`src/rtl/clw_pkg.sv`:
```
`timescale 1ns / 1ps
// ----------------------------------------------------------------------------
// clw_pkg - shared types and constants of the core liveness watchdog
// Item formats, per-core record layout, status and mode codes, and the
// saturating increment used by the counters.
// ----------------------------------------------------------------------------
package clw_pkg;

	// Item modes
	localparam logic [1:0] MODE_SAMPLE   = 2'd0;
	localparam logic [1:0] MODE_MANUAL   = 2'd1;
	localparam logic [1:0] MODE_POWER_ON = 2'd2;

	// Power-on outcomes
	localparam logic [1:0] PWR_SUCCESS    = 2'd0;
	localparam logic [1:0] PWR_ALREADY_ON = 2'd1;

	// Configuration register indexes
	localparam logic CFG_FREEZE_THRESHOLD = 1'b0;
	localparam logic CFG_ACTIVE_CORES     = 1'b1;

	// Configuration reset values
	localparam logic [7:0] THRESHOLD_RESET    = 8'd6;
	localparam logic [3:0] ACTIVE_CORES_RESET = 4'd4;

	localparam logic [7:0] RUN_MAX = 8'hFF;

	typedef enum logic [3:0] {
		ST_IGNORED   = 4'd0,
		ST_ALIVE     = 4'd1,
		ST_FROZEN    = 4'd2,
		ST_HALF      = 4'd3,
		ST_RECOVER   = 4'd4,
		ST_INVALID   = 4'd5,
		ST_RECOVERED = 4'd6,
		ST_WEDGE     = 4'd7,
		ST_FAILED    = 4'd8
	} status_t;

	typedef struct packed {
		logic [1:0]  mode;
		logic [2:0]  core;
		logic [31:0] idle_count;
		logic [1:0]  power_code;
	} in_item_t;

	typedef struct packed {
		status_t     status;
		logic [2:0]  event_core;
		logic        power_on_request;
		logic        drain_request;
		logic        core_online;
		logic [7:0]  frozen_count;
		logic [31:0] attempt_total;
		logic [31:0] success_total;
		logic [31:0] warning_total;
	} out_item_t;

	// Per-core record held in the state memory
	typedef struct packed {
		logic [31:0] last_sample;
		logic        seeded;
		logic [7:0]  frozen_run;
		logic        online;
		logic        awaiting_power;
		logic [31:0] attempts;
		logic [31:0] successes;
	} entry_t;

	localparam entry_t ENTRY_RESET = '{
		last_sample:    32'd0,
		seeded:         1'b0,
		frozen_run:     8'd0,
		online:         1'b1,
		awaiting_power: 1'b0,
		attempts:       32'd0,
		successes:      32'd0
	};

	typedef struct packed {
		logic [7:0] freeze_threshold;
		logic [3:0] active_cores;
	} cfg_t;

	// Context of the item under update
	typedef struct packed {
		in_item_t item;
		logic     in_range;
	} ctx_t;

	function automatic logic [31:0] sat_inc(input logic [31:0] v);
		return (v == 32'hFFFF_FFFF) ? v : v + 32'd1;
	endfunction

endpackage

```
`src/rtl/core_liveness_watchdog.sv`:
```
`timescale 1ns / 1ps
// ----------------------------------------------------------------------------
// core_liveness_watchdog - per-core liveness watchdog
// Tracks idle-counter samples per secondary core, warns and starts
// recovery on stuck cores or on manual request, and books power-on responses.
// ----------------------------------------------------------------------------
// Each item goes through the update stage: the core's record comes out of the
// registered state memory, is updated and written back, and the result item is
// loaded into the output register once that register can take it. The input
// stalls while an item is being updated, so one item is in flight at a time.
// The output register lets a new item enter while the previous result
// still waits. Per-core records reset through valid flops, so there is no
// clearing pass after reset. Configuration is written through cfg_we /
// cfg_index / cfg_data and must only change while the block is idle.
module core_liveness_watchdog import clw_pkg::*; #(
	parameter int CORE_SLOTS = 8
) (
	input  logic      clk,
	input  logic      arst_n,
	input  logic      cfg_we,
	input  logic      cfg_index,
	input  logic [7:0] cfg_data,
	input  logic      req_valid,
	output logic      req_stall,
	input  in_item_t  req_data,
	output logic      rsp_valid,
	input  logic      rsp_stall,
	output out_item_t rsp_data
);

	localparam int AW = $clog2(CORE_SLOTS);

	cfg_t                  cfg_q;
	logic [CORE_SLOTS-1:0] seen_q;
	logic [31:0]           warnings_q;
	logic                  busy_s1;
	ctx_t                  ctx_s1;
	logic                  seen_s1;
	logic                  rsp_valid_q;
	out_item_t             rsp_data_q;

	logic          accept;
	logic          done;
	logic [AW-1:0] rd_addr;
	logic [AW-1:0] addr_s1;
	logic          in_range;
	logic [$bits(entry_t)-1:0] ram_rdata;
	entry_t        entry;
	entry_t        entry_nxt;
	logic          write;
	logic [31:0]   warnings_nxt;
	out_item_t     result;

	assign accept   = req_valid && !req_stall;
	assign req_stall = busy_s1;
	assign done     = busy_s1 && (!rsp_valid_q || !rsp_stall);
	assign rd_addr  = AW'(32'(req_data.core));
	assign addr_s1  = AW'(32'(ctx_s1.item.core));
	assign in_range = (32'(req_data.core) < 32'(CORE_SLOTS));

	// Hold configuration registers
	always_ff @(posedge clk or negedge arst_n) begin
		if (!arst_n) begin
			cfg_q.freeze_threshold <= THRESHOLD_RESET;
			cfg_q.active_cores     <= ACTIVE_CORES_RESET;
		end else if (cfg_we) begin
			unique case (cfg_index)
				CFG_FREEZE_THRESHOLD: cfg_q.freeze_threshold <= cfg_data;
				CFG_ACTIVE_CORES:     cfg_q.active_cores     <= cfg_data[3:0];
				default:              cfg_q                  <= cfg_q;
			endcase
		end
	end

	// State memory: one record per core slot
	clw_ram #(
		.WIDTH ($bits(entry_t)),
		.DEPTH (CORE_SLOTS)
	) u_state_ram (
		.clk   (clk),
		.we    (done && write),
		.waddr (addr_s1),
		.wdata (entry_nxt),
		.re    (accept),
		.raddr (rd_addr),
		.rdata (ram_rdata)
	);

	// Records never written read as their reset value
	assign entry = seen_s1 ? entry_t'(ram_rdata) : ENTRY_RESET;

	clw_update u_update (
		.ctx          (ctx_s1),
		.cfg          (cfg_q),
		.entry        (entry),
		.warnings     (warnings_q),
		.entry_nxt    (entry_nxt),
		.write        (write),
		.warnings_nxt (warnings_nxt),
		.result       (result)
	);

	// Advance the item through the update stage and output register
	always_ff @(posedge clk or negedge arst_n) begin
		if (!arst_n) begin
			busy_s1     <= 1'b0;
			rsp_valid_q <= 1'b0;
			seen_q      <= '0;
			warnings_q  <= 32'd0;
		end else begin
			if (accept) begin
				busy_s1 <= 1'b1;
			end else if (done) begin
				busy_s1 <= 1'b0;
			end
			if (done) begin
				rsp_valid_q <= 1'b1;
				warnings_q  <= warnings_nxt;
				if (write) begin
					seen_q[addr_s1] <= 1'b1;
				end
			end else if (rsp_valid_q && !rsp_stall) begin
				rsp_valid_q <= 1'b0;
			end
		end
	end

	// Capture item context and result payload
	always_ff @(posedge clk) begin
		if (accept) begin
			ctx_s1.item     <= req_data;
			ctx_s1.in_range <= in_range;
			seen_s1         <= in_range && seen_q[rd_addr];
		end
		if (done) begin
			rsp_data_q <= result;
		end
	end

	assign rsp_valid = rsp_valid_q;
	assign rsp_data  = rsp_data_q;

endmodule

```
`src/rtl/clw_ram.sv`:
```
`timescale 1ns / 1ps
// ----------------------------------------------------------------------------
// clw_ram - generic single-port-write, single-port-read RAM
// One write and one registered read per cycle.
// ----------------------------------------------------------------------------
module clw_ram #(
	parameter int WIDTH = 8,
	parameter int DEPTH = 8
) (
	input  logic                     clk,
	input  logic                     we,
	input  logic [$clog2(DEPTH)-1:0] waddr,
	input  logic [WIDTH-1:0]         wdata,
	input  logic                     re,
	input  logic [$clog2(DEPTH)-1:0] raddr,
	output logic [WIDTH-1:0]         rdata
);

	logic [WIDTH-1:0] mem_q [DEPTH];

	// Write port
	always_ff @(posedge clk) begin
		if (we) begin
			mem_q[waddr] <= wdata;
		end
	end

	// Registered read port
	always_ff @(posedge clk) begin
		if (re) begin
			rdata <= mem_q[raddr];
		end
	end

endmodule

```
`src/rtl/clw_update.sv`:
```
`timescale 1ns / 1ps
// ----------------------------------------------------------------------------
// clw_update - per-core record update
// Applies one item to the record read from memory and forms the result item.
// ----------------------------------------------------------------------------
module clw_update import clw_pkg::*; (
	input  ctx_t        ctx,
	input  cfg_t        cfg,
	input  entry_t      entry,
	input  logic [31:0] warnings,
	output entry_t      entry_nxt,
	output logic        write,
	output logic [31:0] warnings_nxt,
	output out_item_t   result
);

	logic       core_ok;
	logic [7:0] run_inc;
	status_t    status;
	logic       req;

	// Secondary core below both the slot count and the active count
	assign core_ok = (ctx.item.core != 3'd0) && ctx.in_range
		&& ({1'b0, ctx.item.core} < cfg.active_cores);

	assign run_inc = (entry.frozen_run < RUN_MAX) ? entry.frozen_run + 8'd1 : entry.frozen_run;

	always_comb begin
		entry_nxt    = entry;
		warnings_nxt = warnings;
		status       = ST_IGNORED;
		req          = 1'b0;
		unique case (ctx.item.mode)
			MODE_SAMPLE: begin
				if (core_ok) begin
					if (!entry.seeded || ctx.item.idle_count != entry.last_sample) begin
						entry_nxt.seeded      = 1'b1;
						entry_nxt.last_sample = ctx.item.idle_count;
						entry_nxt.frozen_run  = 8'd0;
						status                = ST_ALIVE;
					end else begin
						entry_nxt.frozen_run = run_inc;
						status               = ST_FROZEN;
						if (run_inc == (cfg.freeze_threshold >> 1)) begin
							warnings_nxt = sat_inc(warnings);
							status       = ST_HALF;
						end
						if (run_inc >= cfg.freeze_threshold) begin
							entry_nxt.online         = 1'b0;
							entry_nxt.last_sample    = 32'd0;
							entry_nxt.frozen_run     = 8'd0;
							entry_nxt.awaiting_power = 1'b1;
							entry_nxt.attempts       = sat_inc(entry.attempts);
							status                   = ST_RECOVER;
							req                      = 1'b1;
						end
					end
				end
			end
			MODE_MANUAL: begin
				if (core_ok) begin
					entry_nxt.online         = 1'b0;
					entry_nxt.last_sample    = 32'd0;
					entry_nxt.frozen_run     = 8'd0;
					entry_nxt.awaiting_power = 1'b1;
					entry_nxt.attempts       = sat_inc(entry.attempts);
					status                   = ST_RECOVER;
					req                      = 1'b1;
				end else begin
					status = ST_INVALID;
				end
			end
			MODE_POWER_ON: begin
				if (core_ok && entry.awaiting_power) begin
					entry_nxt.awaiting_power = 1'b0;
					if (ctx.item.power_code == PWR_SUCCESS) begin
						entry_nxt.online    = 1'b1;
						entry_nxt.successes = sat_inc(entry.successes);
						status              = ST_RECOVERED;
					end else if (ctx.item.power_code == PWR_ALREADY_ON) begin
						entry_nxt.online = 1'b1;
						status           = ST_WEDGE;
					end else begin
						status = ST_FAILED;
					end
				end
			end
			default: begin
				status = ST_IGNORED;
			end
		endcase
	end

	// Only valid cores ever change their record
	assign write = core_ok;

	// Form the result item; cores beyond the slots read as zero
	always_comb begin
		result.status           = status;
		result.event_core       = ctx.item.core;
		result.power_on_request = req;
		result.drain_request    = req;
		result.warning_total    = warnings_nxt;
		if (ctx.in_range) begin
			result.core_online   = entry_nxt.online;
			result.frozen_count  = entry_nxt.frozen_run;
			result.attempt_total = entry_nxt.attempts;
			result.success_total = entry_nxt.successes;
		end else begin
			result.core_online   = 1'b0;
			result.frozen_count  = 8'd0;
			result.attempt_total = 32'd0;
			result.success_total = 32'd0;
		end
	end

endmodule
```
`config.mk`:
```
export PLATFORM = sky130hd
export DESIGN_NAME = core_liveness_watchdog
export DESIGN_NICKNAME = d
export VERILOG_FILES = /design/src/rtl/clw_pkg.sv /design/src/rtl/core_liveness_watchdog.sv /design/src/rtl/clw_ram.sv /design/src/rtl/clw_update.sv
export SDC_FILE = /design/constraint.sdc
export NUM_CORES = 1
export LEC_CHECK = 0
export BUFFER_PORTS_ARGS = -buffer_cell sky130_fd_sc_hd__buf_4
export CAP_MARGIN = 0
export CELL_PAD_IN_SITES_DETAIL_PLACEMENT = 2
export CELL_PAD_IN_SITES_GLOBAL_PLACEMENT = 2
export CORE_MARGIN = 2
export CORE_UTILIZATION = 54
export CTS_BUF_LIST = sky130_fd_sc_hd__clkbuf_8
export DETAILED_ROUTE_END_ITERATION = 8
export GPL_ROUTABILITY_DRIVEN = 0
export GPL_TIMING_DRIVEN = 0
export PLACE_DENSITY = 0.86
export SYNTH_ARGS = -nofsm -noshare
export SYNTH_HDL_FRONTEND = slang
export SYNTH_SLANG_ARGS = --single-unit
```
`constraint.sdc`:
```
create_clock -name clk -period 34.8 [get_ports clk]
set_input_delay 1.74 -clock clk [delete_from_list [all_inputs] [get_ports clk]]
set_output_delay 1.74 -clock clk [all_outputs]
set_load 0.1 [all_outputs]
```
==> impl_metrics.json, run 1 <==
{
  "outcome": "stopped before the end",
  "haltStage": "detailed placement",
  "tool.error": "[ERROR DPL-0033] detailed placement checks failed during check placement.",
  "place_hpwl_um": 108000,
  "syn_inst": 2461,
  "start_util": 0.547,
  "avgSynthCellArea_um2": 19.0,
  "ys_seq_elements": 1170,
  "yosys.area.top_type": "edfxtp_1",
  "synth_edf_count": 1116,
  "ios": 169,
  "synth_cell_type_count": 75,
  "rows": 107,
  "io_buffers": 168,
  "synth-main-ff-cell": "edfxtp_1",
  "synth_top_area_frac": 0.718,
  "synth.area.top_cells": "edfxtp_1 72%, mux4_2 10%, mux2_2 2.8%",
  "async_flop_share": 0.0462,
  "fp.dieH_um": 298,
  "ys_warn_count": 0,
  "seq_area_frac_synth": 0.747,
  "die_w_um": 298,
  "syn_area_um2": 46700
}
## synthesized netlist by cell type (all sizes together), types with 9 or more instances
master and n:
or4 13, nand3 52, dfrtp 51, a21oi 24, nor2b 26, inv 42
or3 23, and2 14, nand2 113, buf 36, nor3 38, mux4 216
o21ai 46, xnor2 47, nand2b 12, ha 14, edfxtp 1116, a22o 31
nor4 40, and3 16, mux2 117, nor2 94, nand4 30, or2 14
clkbuf 72, o21a 9, xor2 65
## through the flow
stage	cell area, um2	cells	worst slack (ns)
after floorplan	47100	2567	20.80
after global placement	49800	3879	9.91
## cell families after synthesis
family,after synthesis,synth area share
XOR/XNOR,113,0.0216
flip-flops,1170,0.747
multiplexers,339,0.134
adder cells (fa/ha/maj),14,0.00375
other,1,0.0000803
buffers and inverters,150,0.0128
AND/OR/NAND/NOR,507,0.0570
AO/OA/AOI/OAI,167,0.0245
==> run 2: changes to the inputs <==
- CELL_PAD_IN_SITES_DETAIL_PLACEMENT: 2 -> default
- CELL_PAD_IN_SITES_GLOBAL_PLACEMENT: 2 -> default
- CORE_UTILIZATION: 54 -> 40
- CTS_BUF_LIST: sky130_fd_sc_hd__clkbuf_8 -> default
- PLACE_DENSITY: 0.86 -> default
- PLACE_DENSITY_LB_ADDON: default -> 0.15
==> impl_metrics.json, run 2 <==
{
  "outcome": "complete, no violations",
  "hold_violations": 0,
  "place_hpwl_um": 74900,
  "slew_headroom": 0.177,
  "top_register": "u_state_ram.mem_q",
  "powerDensity_nw_per_um2": 72.9,
  "worstPathMaxFanout": 10,
  "cts_setup_buffers": 0,
  "setup_tns_ns": 0,
  "synthToLayoutAreaGrowth_pct": 18.4,
  "clk_pin_slew_ns": 0.06,
  "clock_latency_ns": 0.72,
  "async_flop_share": 0.0462,
  "path_class": "reg -> reg",
  "antenna_found_initial": 0,
  "maxSlewViolCount": 0,
  "io_buffers": 168,
  "ant_nets": 0,
  "ys_seq_elements": 1170,
  "final_cell_mix": "1,116 x edfxtp_1, 216 x mux4_2, 173 x buf_4",
  "largest_reg_flops": 856,
  "cts_root_buf": "clkbuf_16",
  "cp-end-kind": "register",
  "synthMostInstantiatedCell": "edfxtp_1",
  "synth_cell_type_count": 75,
  "vias_per_cell": 5.40,
  "die_w_um": 346,
  "synth_top_area_frac": 0.718,
  "yosys.area.top_type": "edfxtp_1",
  "grt_max_degree": 56,
  "syn_area_um2": 46700,
  "pre_cts_ws_ns": 27.21,
  "p_leak_nw": 18.6,
  "final.setup_skew_ns": 0.0299,
  "worstPathArrival_ns": 8.03,
  "avgSynthCellArea_um2": 19.0,
  "cts_tree": "yes",
  "met2_wirelength_um": 56400,
  "fin_nets": 2979,
  "cap_violations": 0,
  "ctsHtreeMaxLevel": 3,
  "ys_warn_count": 0,
  "core-area_um2": 116000,
  "finalCritPeriodShare": 0.220,
  "wl_met1_um": 47900,
  "seq_area_frac_synth": 0.747,
  "synth.area.top_cells": "edfxtp_1 72%, mux4_2 10%, mux2_2 2.8%",
  "finalWorstSetupSlack_ns": 27.16,
  "first_pass_iters": 7,
  "top_layer": "met4",
  "cts.sinks": 1170,
  "hold_class": "reg -> reg",
  "grt_setup_unrepaired": "false",
  "ys_top_cells_by_count": "1,116 x edfxtp_1, 216 x mux4_2, 117 x mux2_2",
  "synth-main-ff-cell": "edfxtp_1",
  "clk_path_buf_depth": 3,
  "route.met3.wl_um": 6210,
  "tightest_slew_ns": 1.23,
  "die-area_um2": 120000,
  "fp.dieH_um": 346,
  "nFillCells": 9756,
  "ios": 169,
  "first_iter_violations": 2085,
  "min_period_ns": 7.64,
  "mostFrequentLayoutCell": "edfxtp_1",
  "p_total_w": 0.00403,
  "max_freq_mhz": 131,
  "dp_cells": 4314,
  "grt.total_usage": 0.188,
  "routed_wl_um": 113000,
  "layout-drive-gt1-share": 0.258,
  "setup_viol": 0,
  "crit_required_ns": 35.19,
  "vias": 24500,
  "cts_resized": 0,
  "synth_edf_count": 1116,
  "grt-ovfl-total": 0,
  "regArea_um2": 34900,
  "rows": 125,
  "numCtsBuffers": 120,
  "drcViolationCount": 0,
  "wire_per_inst_um": 24.9,
  "start_util": 0.402,
  "syn_inst": 2461,
  "cts_hold_buf": 0,
  "fin_cells": 4538,
  "startpoint_type": "register",
  "holdPathStages": 1,
  "ir_drop_uv": 63.0,
  "grt_pass1_wl_um": 167000,
  "multiInputGateArea_um2": 11700,
  "grt_pass1_vias": 25300,
  "ff2ff_path_depth": 17
}
-- run 2: cell counts after synthesis --
Identical to the previous run, type by type.
-- run 2: area by class of cell --
cell class / count / share of cell area
Inverter: 42 / 0.00285
Timing Repair Buffer: 223 / 0.0421
Antenna cell: 1 / 0.0000453
Buffer: 108 / 0.00799
Clock inverter: 74 / 0.0132
Tap cell: 1524 / 0.0345
Clock buffer: 149 / 0.0571
Multi-Input combinational cell: 1247 / 0.212
Sequential cell: 1170 / 0.631
-- run 2: logic make-up after synthesis --
logic type,count (synthesis),synth area share
multiplexers,339,0.134
adder cells (fa/ha/maj),14,0.00375
flip-flops,1170,0.747
buffers and inverters,150,0.0128
AND/OR/NAND/NOR,507,0.0570
other,1,0.0000803
AO/OA/AOI/OAI,167,0.0245
XOR/XNOR,113,0.0216
-- run 2: per-layer routing --
metal,track usage,vias up
li1,-,10700
met1,0.254,12800
met2,0.319,761
met3,0.0311,154
met4,0.0470,0
met5,0,-
-- run 2: where the power goes --
group / leakage (nW) / switching [W] / total [W] / internal, W
Clock: 1.89 / 0.000540 / 0.00127 / 0.000732
Combinational: 5.64 / 0.000654 / 0.000865 / 0.000212
Sequential: 11.1 / 0.0000812 / 0.00189 / 0.00181
Total: 18.6 / 0.00128 / 0.00403 / 0.00276
-- run 2: metrics by stage --
stage | hold slack, ns | util | area, um2
after floorplan | 0.425 | - | 47100
after global placement | 0.436 | 0.433 | 50300
after detailed placement | 0.456 | 0.443 | 51400
after CTS | 0.469 | 0.476 | 55300
after global routing | 0.482 | 0.476 | 55300
final | 0.468 | 0.476 | 55300
-- run 2: worst max-delay path, cell delays in order, from the launching register on --
cell      delay [ns]
edfxtp_1        0.50
buf_6           0.20
buf_2           0.26
clkbuf_1        0.83
clkbuf_1        0.78
clkbuf_1        0.85
clkbuf_1        0.68
and2_1          0.27
ha_1            0.17
nand4_1         0.27
nor2_1          0.22
and4_1          0.21
a211o_1         0.12
clkbuf_1        0.40
or3_1           0.26
clkbuf_1        0.42
o21ai_0         0.17
a21oi_1         0.68
-- run 2: worst paths after layout --
path                            from             end  slack (ns)
hold reg to reg            seen_q[0]       seen_q[0]        0.47
setup / recovery             seen_s1    rsp_data[54]       27.16
hold / removal             seen_q[0]       seen_q[0]        0.47
max in group asynchronous     arst_n       seen_q[5]       33.17
setup reg to reg             seen_s1    rsp_data[54]       27.16
min in group asynchronous     arst_n  warnings_q[19]        1.11
Power figures use the tool's default switching activity.
==> run 3: changes to the inputs <==
- clock period: 34.8 -> 7.9 ns (I/O delays scaled with it)
==> impl_metrics.json, run 3 (synthesis gave the netlist of run 2 again) <==
{
  "place_hpwl_um": 75100,
  "synthToLayoutAreaGrowth_pct": 19.9,
  "min_period_ns": 7.10,
  "fp.dieH_um": 346,
  "largest_reg_flops": 856,
  "fin_nets": 3034,
  "hold_class": "in -> reg",
  "maxSlewViolCount": 0,
  "antenna_found_initial": 2,
  "pre_cts_ws_ns": 0.168,
  "die_w_um": 346,
  "crit_required_ns": 8.32,
  "clk_pin_slew_ns": 0.06,
  "vias": 24900,
  "cts_setup_buffers": 0,
  "vias_per_cell": 5.43,
  "grt-ovfl-total": 0,
  "grt_pass1_vias": 26200,
  "dp_cells": 4308,
  "p_leak_nw": 18.9,
  "grt_max_degree": 85,
  "p_seq_frac": 0.465,
  "route.met3.wl_um": 6740,
  "finalWorstSetupSlack_ns": 0.802,
  "fin_cells": 4591,
  "final_cell_mix": "1,116 x edfxtp_1, 216 x mux4_2, 170 x buf_4",
  "top_register": "u_state_ram.mem_q",
  "cts_tree": "yes",
  "layout-drive-gt1-share": 0.253,
  "core-area_um2": 116000,
  "ant_nets": 0,
  "cts_root_buf": "clkbuf_16",
  "ctsHtreeMaxLevel": 4,
  "multiInputGateArea_um2": 11700,
  "top_layer": "met4",
  "clock_latency_ns": 0.75,
  "path_class": "reg -> reg",
  "switching_power_w": 0.00575,
  "worstPathMaxFanout": 19,
  "regArea_um2": 34900,
  "first_iter_violations": 2173,
  "mostFrequentLayoutCell": "edfxtp_1",
  "powerDensity_nw_per_um2": 321,
  "wl_met1_um": 48500,
  "worstPathArrival_ns": 7.52,
  "io_buffers": 168,
  "clk_path_buf_depth": 3,
  "drcViolationCount": 0,
  "met2_wirelength_um": 57000,
  "start_util": 0.402,
  "first_pass_iters": 7,
  "max_freq_mhz": 141,
  "setup_viol": 0,
  "final_util": 0.482,
  "tightest_slew_ns": 1.29,
  "hold_violations": 0,
  "grt.total_usage": 0.194,
  "antenna_cells": 0,
  "outcome": "complete, no violations",
  "grt_setup_unrepaired": "false",
  "numCtsBuffers": 130,
  "wire_per_inst_um": 25.2,
  "die-area_um2": 120000,
  "fin_hold_ws_ns": 0.0498,
  "finalCritPeriodShare": 0.899,
  "rows": 125,
  "power_frac_comb": 0.214,
  "ir_drop_uv": 288,
  "routed_wl_um": 116000,
  "cap_violations": 0,
  "final.setup_skew_ns": 0.0272,
  "cts.sinks": 1170,
  "swShare": 0.320,
  "p_clk_frac": 0.321,
  "cts_resized": 0,
  "grt_pass1_wl_um": 170000,
  "cp-end-kind": "register",
  "ios": 169,
  "nFillCells": 9739,
  "p_int_w": 0.0122,
  "startpoint_type": "register",
  "slew_headroom": 0.141
}
==> run 3: changes by cell type in the layout (fill, tap and decap cells not counted), moves of 3 or more <==
cell and change:
buf_16 +3, buf_4 -3, buf_6 -10, bufinv_16 -6, clkbuf_16 +8, clkinv_1 +4, clkinv_8 +5, dlygate4sd3_1 +51
==> run 3: path summary, 6_finish.rpt <==
path                            startpoint                  endpoint  slack (ns)  depth (start not counted)
min in group asynchronous           arst_n            warnings_q[21]        0.28                          2
worst max register to register     seen_s1  u_state_ram.mem_q[4][18]        0.80                         16
max in group asynchronous           arst_n                 seen_q[2]        7.11                          2
worst min-delay path             cfg_index                  cfg_q[5]        0.05                          4
worst max-delay path               seen_s1  u_state_ram.mem_q[4][18]        0.80                         16
worst min register to register   seen_q[7]                 seen_q[7]        0.47                          1
==> run 3: cell type report <==
| class | count | area share |
|---|---|---|
| Buffer | 107 | 0.00793 |
| Clock buffer | 158 | 0.0602 |
| Clock inverter | 74 | 0.0120 |
| Inverter | 42 | 0.00282 |
| Multi-Input combinational cell | 1247 | 0.209 |
| Sequential cell | 1170 | 0.623 |
| Tap cell | 1524 | 0.0341 |
| Timing Repair Buffer | 269 | 0.0511 |
==> run 3: power by group through the flow <==
stage / Clock [W] / Combinational (W) / Sequential, W
final: 0.00575 / 0.00385 / 0.00835
after global routing: 0.00614 / 0.00404 / 0.00842
after CTS: 0.00590 / 0.00388 / 0.00836
after detailed placement: 0 / 0.00385 / 0.00847
after global placement: 0 / 0.00363 / 0.00859
after floorplan: 0 / 0.00123 / 0.00979
==> run 3: what timing repair did <==
item | CTS | global route
hold buffers | 51 | 0
endpoints found under the hold margin | 104 | 0
endpoints found under the setup margin | 0 | 72
==> run 3: per-stage QoR <==
| step | power [W] | instance area [um2] | TNS (ns) |
|---|---|---|---|
| floorplan | 0.0110 | 47100 | 0 |
| global placement | 0.0122 | 50300 | -2264.89 |
| detailed placement | 0.0123 | 51400 | 0 |
| CTS | 0.0181 | 56000 | 0 |
| global route | 0.0186 | 56000 | 0 |
| finish | 0.0180 | 56000 | 0 |
==> run 3: critical path: stages, from the launching register on <==
cell      delay (ns)
edfxtp_1        0.49
buf_6           0.20
buf_2           0.54
clkbuf_1        0.72
clkbuf_1        0.82
clkbuf_1        0.73
and2_1          0.28
ha_1            0.18
nand4_1         0.29
nor2_1          0.18
and4_1          0.21
a211o_1         0.13
clkbuf_1        0.45
or3_1           0.25
clkbuf_1        0.47
o21ai_0         0.15
a21oi_1         0.67
==> run 3: layer usage <==
metal | track usage | up-vias
li1 | - | 10900
met1 | 0.253 | 12900
met2 | 0.323 | 886
met3 | 0.0390 | 235
met4 | 0.0695 | 0
met5 | 0 | -
==> run 4: changes to the inputs <==
- CORE_ASPECT_RATIO: default -> 0.75
- CORE_MARGIN: 2 -> default
- CORE_UTILIZATION: 40 -> 45
==> impl_metrics.json, run 4 (synthesis gave the netlist of run 2 again) <==
{
  "maxSlewViolCount": 0,
  "ir_drop_uv": 264,
  "worstHoldStart": "cfg_index",
  "p_total_w": 0.0176,
  "path_class": "reg -> reg",
  "setup_viol": 0,
  "p_leak_nw": 18.8,
  "slew_headroom": 0.149,
  "placed_area_um2": 51200,
  "busiest_layer": "met2",
  "place_hpwl_um": 74400,
  "vias_per_cell": 5.69,
  "numCtsBuffers": 111,
  "synthToLayoutAreaGrowth_pct": 18.7,
  "antenna_found_initial": 3,
  "ios": 169,
  "setup_tns_ns": 0,
  "cts_tree": "yes",
  "worstPathArrival_ns": 8.13,
  "crit_start": "seen_s1",
  "cap_violations": 0,
  "cts_root_buf": "clkbuf_16",
  "die_w_um": 374,
  "layout-drive-gt1-share": 0.249,
  "core-area_um2": 102000,
  "vias": 24900,
  "crit_slowest_cell": "clkbuf_1",
  "min_period_ns": 7.72,
  "rows": 101,
  "final.setup_skew_ns": 0.0337,
  "finalCritPeriodShare": 0.977,
  "cpPeakStageDelay_ns": 0.86,
  "crit_required_ns": 8.31,
  "fin_area_um2": 55400,
  "startpoint_type": "register",
  "grt_setup_unrepaired": "false",
  "outcome": "complete, no violations",
  "ant_nets": 0,
  "mostFrequentLayoutCell": "edfxtp_1",
  "die-area_um2": 105000,
  "clock_latency_ns": 0.72,
  "worstPathMaxFanout": 10,
  "crit_family": "buffers and inverters",
  "fin_nets": 3015,
  "io_buffers": 168,
  "grt_pass1_vias": 25300,
  "ctsHtreeMaxLevel": 3,
  "crit_buf_inv": 8,
  "largest_reg_flops": 856,
  "grt_pass1_wl_um": 167000,
  "globalRouteMet2Util": 0.337,
  "final_util": 0.544,
  "grt_max_degree": 75,
  "hold_class": "in -> reg",
  "cp-end-kind": "register",
  "hold_violations": 0,
  "start_util": 0.458,
  "clk_path_buf_depth": 3,
  "final_cell_mix": "1,116 x edfxtp_1, 216 x mux4_2, 170 x buf_4",
  "finalWorstSetupSlack_ns": 0.184,
  "tightest_slew_ns": 1.27,
  "grt-ovfl-total": 0,
  "grt.total_usage": 0.219,
  "top_register": "u_state_ram.mem_q",
  "pre_cts_ws_ns": 0.249,
  "grt_use_met1": 0.322,
  "clk_pin_slew_ns": 0.07,
  "met3_usage": 0.0457,
  "fp.dieH_um": 281,
  "cts_setup_buffers": 0,
  "cts.sinks": 1170,
  "first_iter_violations": 2726,
  "wire_per_inst_um": 25.9,
  "r2r-start": "seen_s1",
  "max_freq_mhz": 130,
  "powerDensity_nw_per_um2": 318,
  "first_pass_iters": 7,
  "routed_wl_um": 113000,
  "drcViolationCount": 0,
  "crit_path_frequent_cell": "clkbuf_1",
  "crit_path_cell_trace": "buf_6 > buf_2 > clkbuf_1 > clkbuf_1 > clkbuf_1 > clkbuf_1 > and2_1 > ha_1 > nand4_1 > nor2_1 > and4_1 > a211o_1 > clkbuf_1 > or3_1 > clkbuf_1 > nor3_1 > xnor2_1 > nor2_1"
}
==> run 4: layer usage <==
metal | share of wire | up-vias
li1 | - | 10800
met1 | 0.45 | 13000
met2 | 0.46 | 955
met3 | 0.076 | 154
met4 | 0.017 | 0
met5 | 0 | -
==> run 4: area by class of cell <==
class / instances / area, um2
repair buffers: 268 / 2890
diodes: 1 / 2.50
plain buffers: 108 / 448
fillers: 7806 / 46500
inverters: 42 / 158
well taps: 1339 / 1680
multi-input cells: 1247 / 11700
flip-flops and latches: 1170 / 34900
clock buffers: 137 / 2930
clock inverters: 68 / 758
==> run 4: where the power goes <==
group          internal [W]  leakage [nW]  total, W  switching, W
Clock               0.00312          1.79   0.00541       0.00229
Combinational      0.000947          5.86   0.00387       0.00292
Sequential          0.00799          11.1   0.00835      0.000367
==> run 4: path summary, 6_finish.rpt <==
path | endpoint | slack [ns] | cells after the start
hold / removal | cfg_q[6] | 0.11 | 4
setup reg to reg | u_state_ram.mem_q[6][28] | 0.18 | 18
min in group asynchronous | warnings_q[25] | 0.33 | 2
setup / recovery | u_state_ram.mem_q[6][28] | 0.18 | 18
hold reg to reg | seen_q[3] | 0.46 | 1
max in group asynchronous | warnings_q[18] | 7.05 | 2
==> run 4: metrics by stage <==
step | cells | hold slack [ns]
global route | 4379 | 0.107
global placement | 4074 | 0.436
floorplan | 2567 | 0.0994
CTS | 4379 | 0.0508
detailed placement | 4124 | 0.448
finish | 4380 | 0.108
==> run 4: worst reg2reg max path, stage by stage (launching register included) <==
cell	delay, ns
edfxtp_1	0.46
buf_6	0.20
buf_2	0.27
clkbuf_1	0.84
clkbuf_1	0.87
clkbuf_1	0.70
clkbuf_1	0.79
and2_1	0.29
ha_1	0.18
nand4_1	0.28
nor2_1	0.20
and4_1	0.20
a211o_1	0.12
clkbuf_1	0.42
or3_1	0.25
clkbuf_1	0.51
nor3_1	0.13
xnor2_1	0.15
nor2_1	0.55
==> run 4: what timing repair did <==
action	4_1_cts	5_1_grt
gates resized for setup	0	0
hold buffers	50	0
hold endpoints to repair	104	0
setup endpoints to repair	0	0
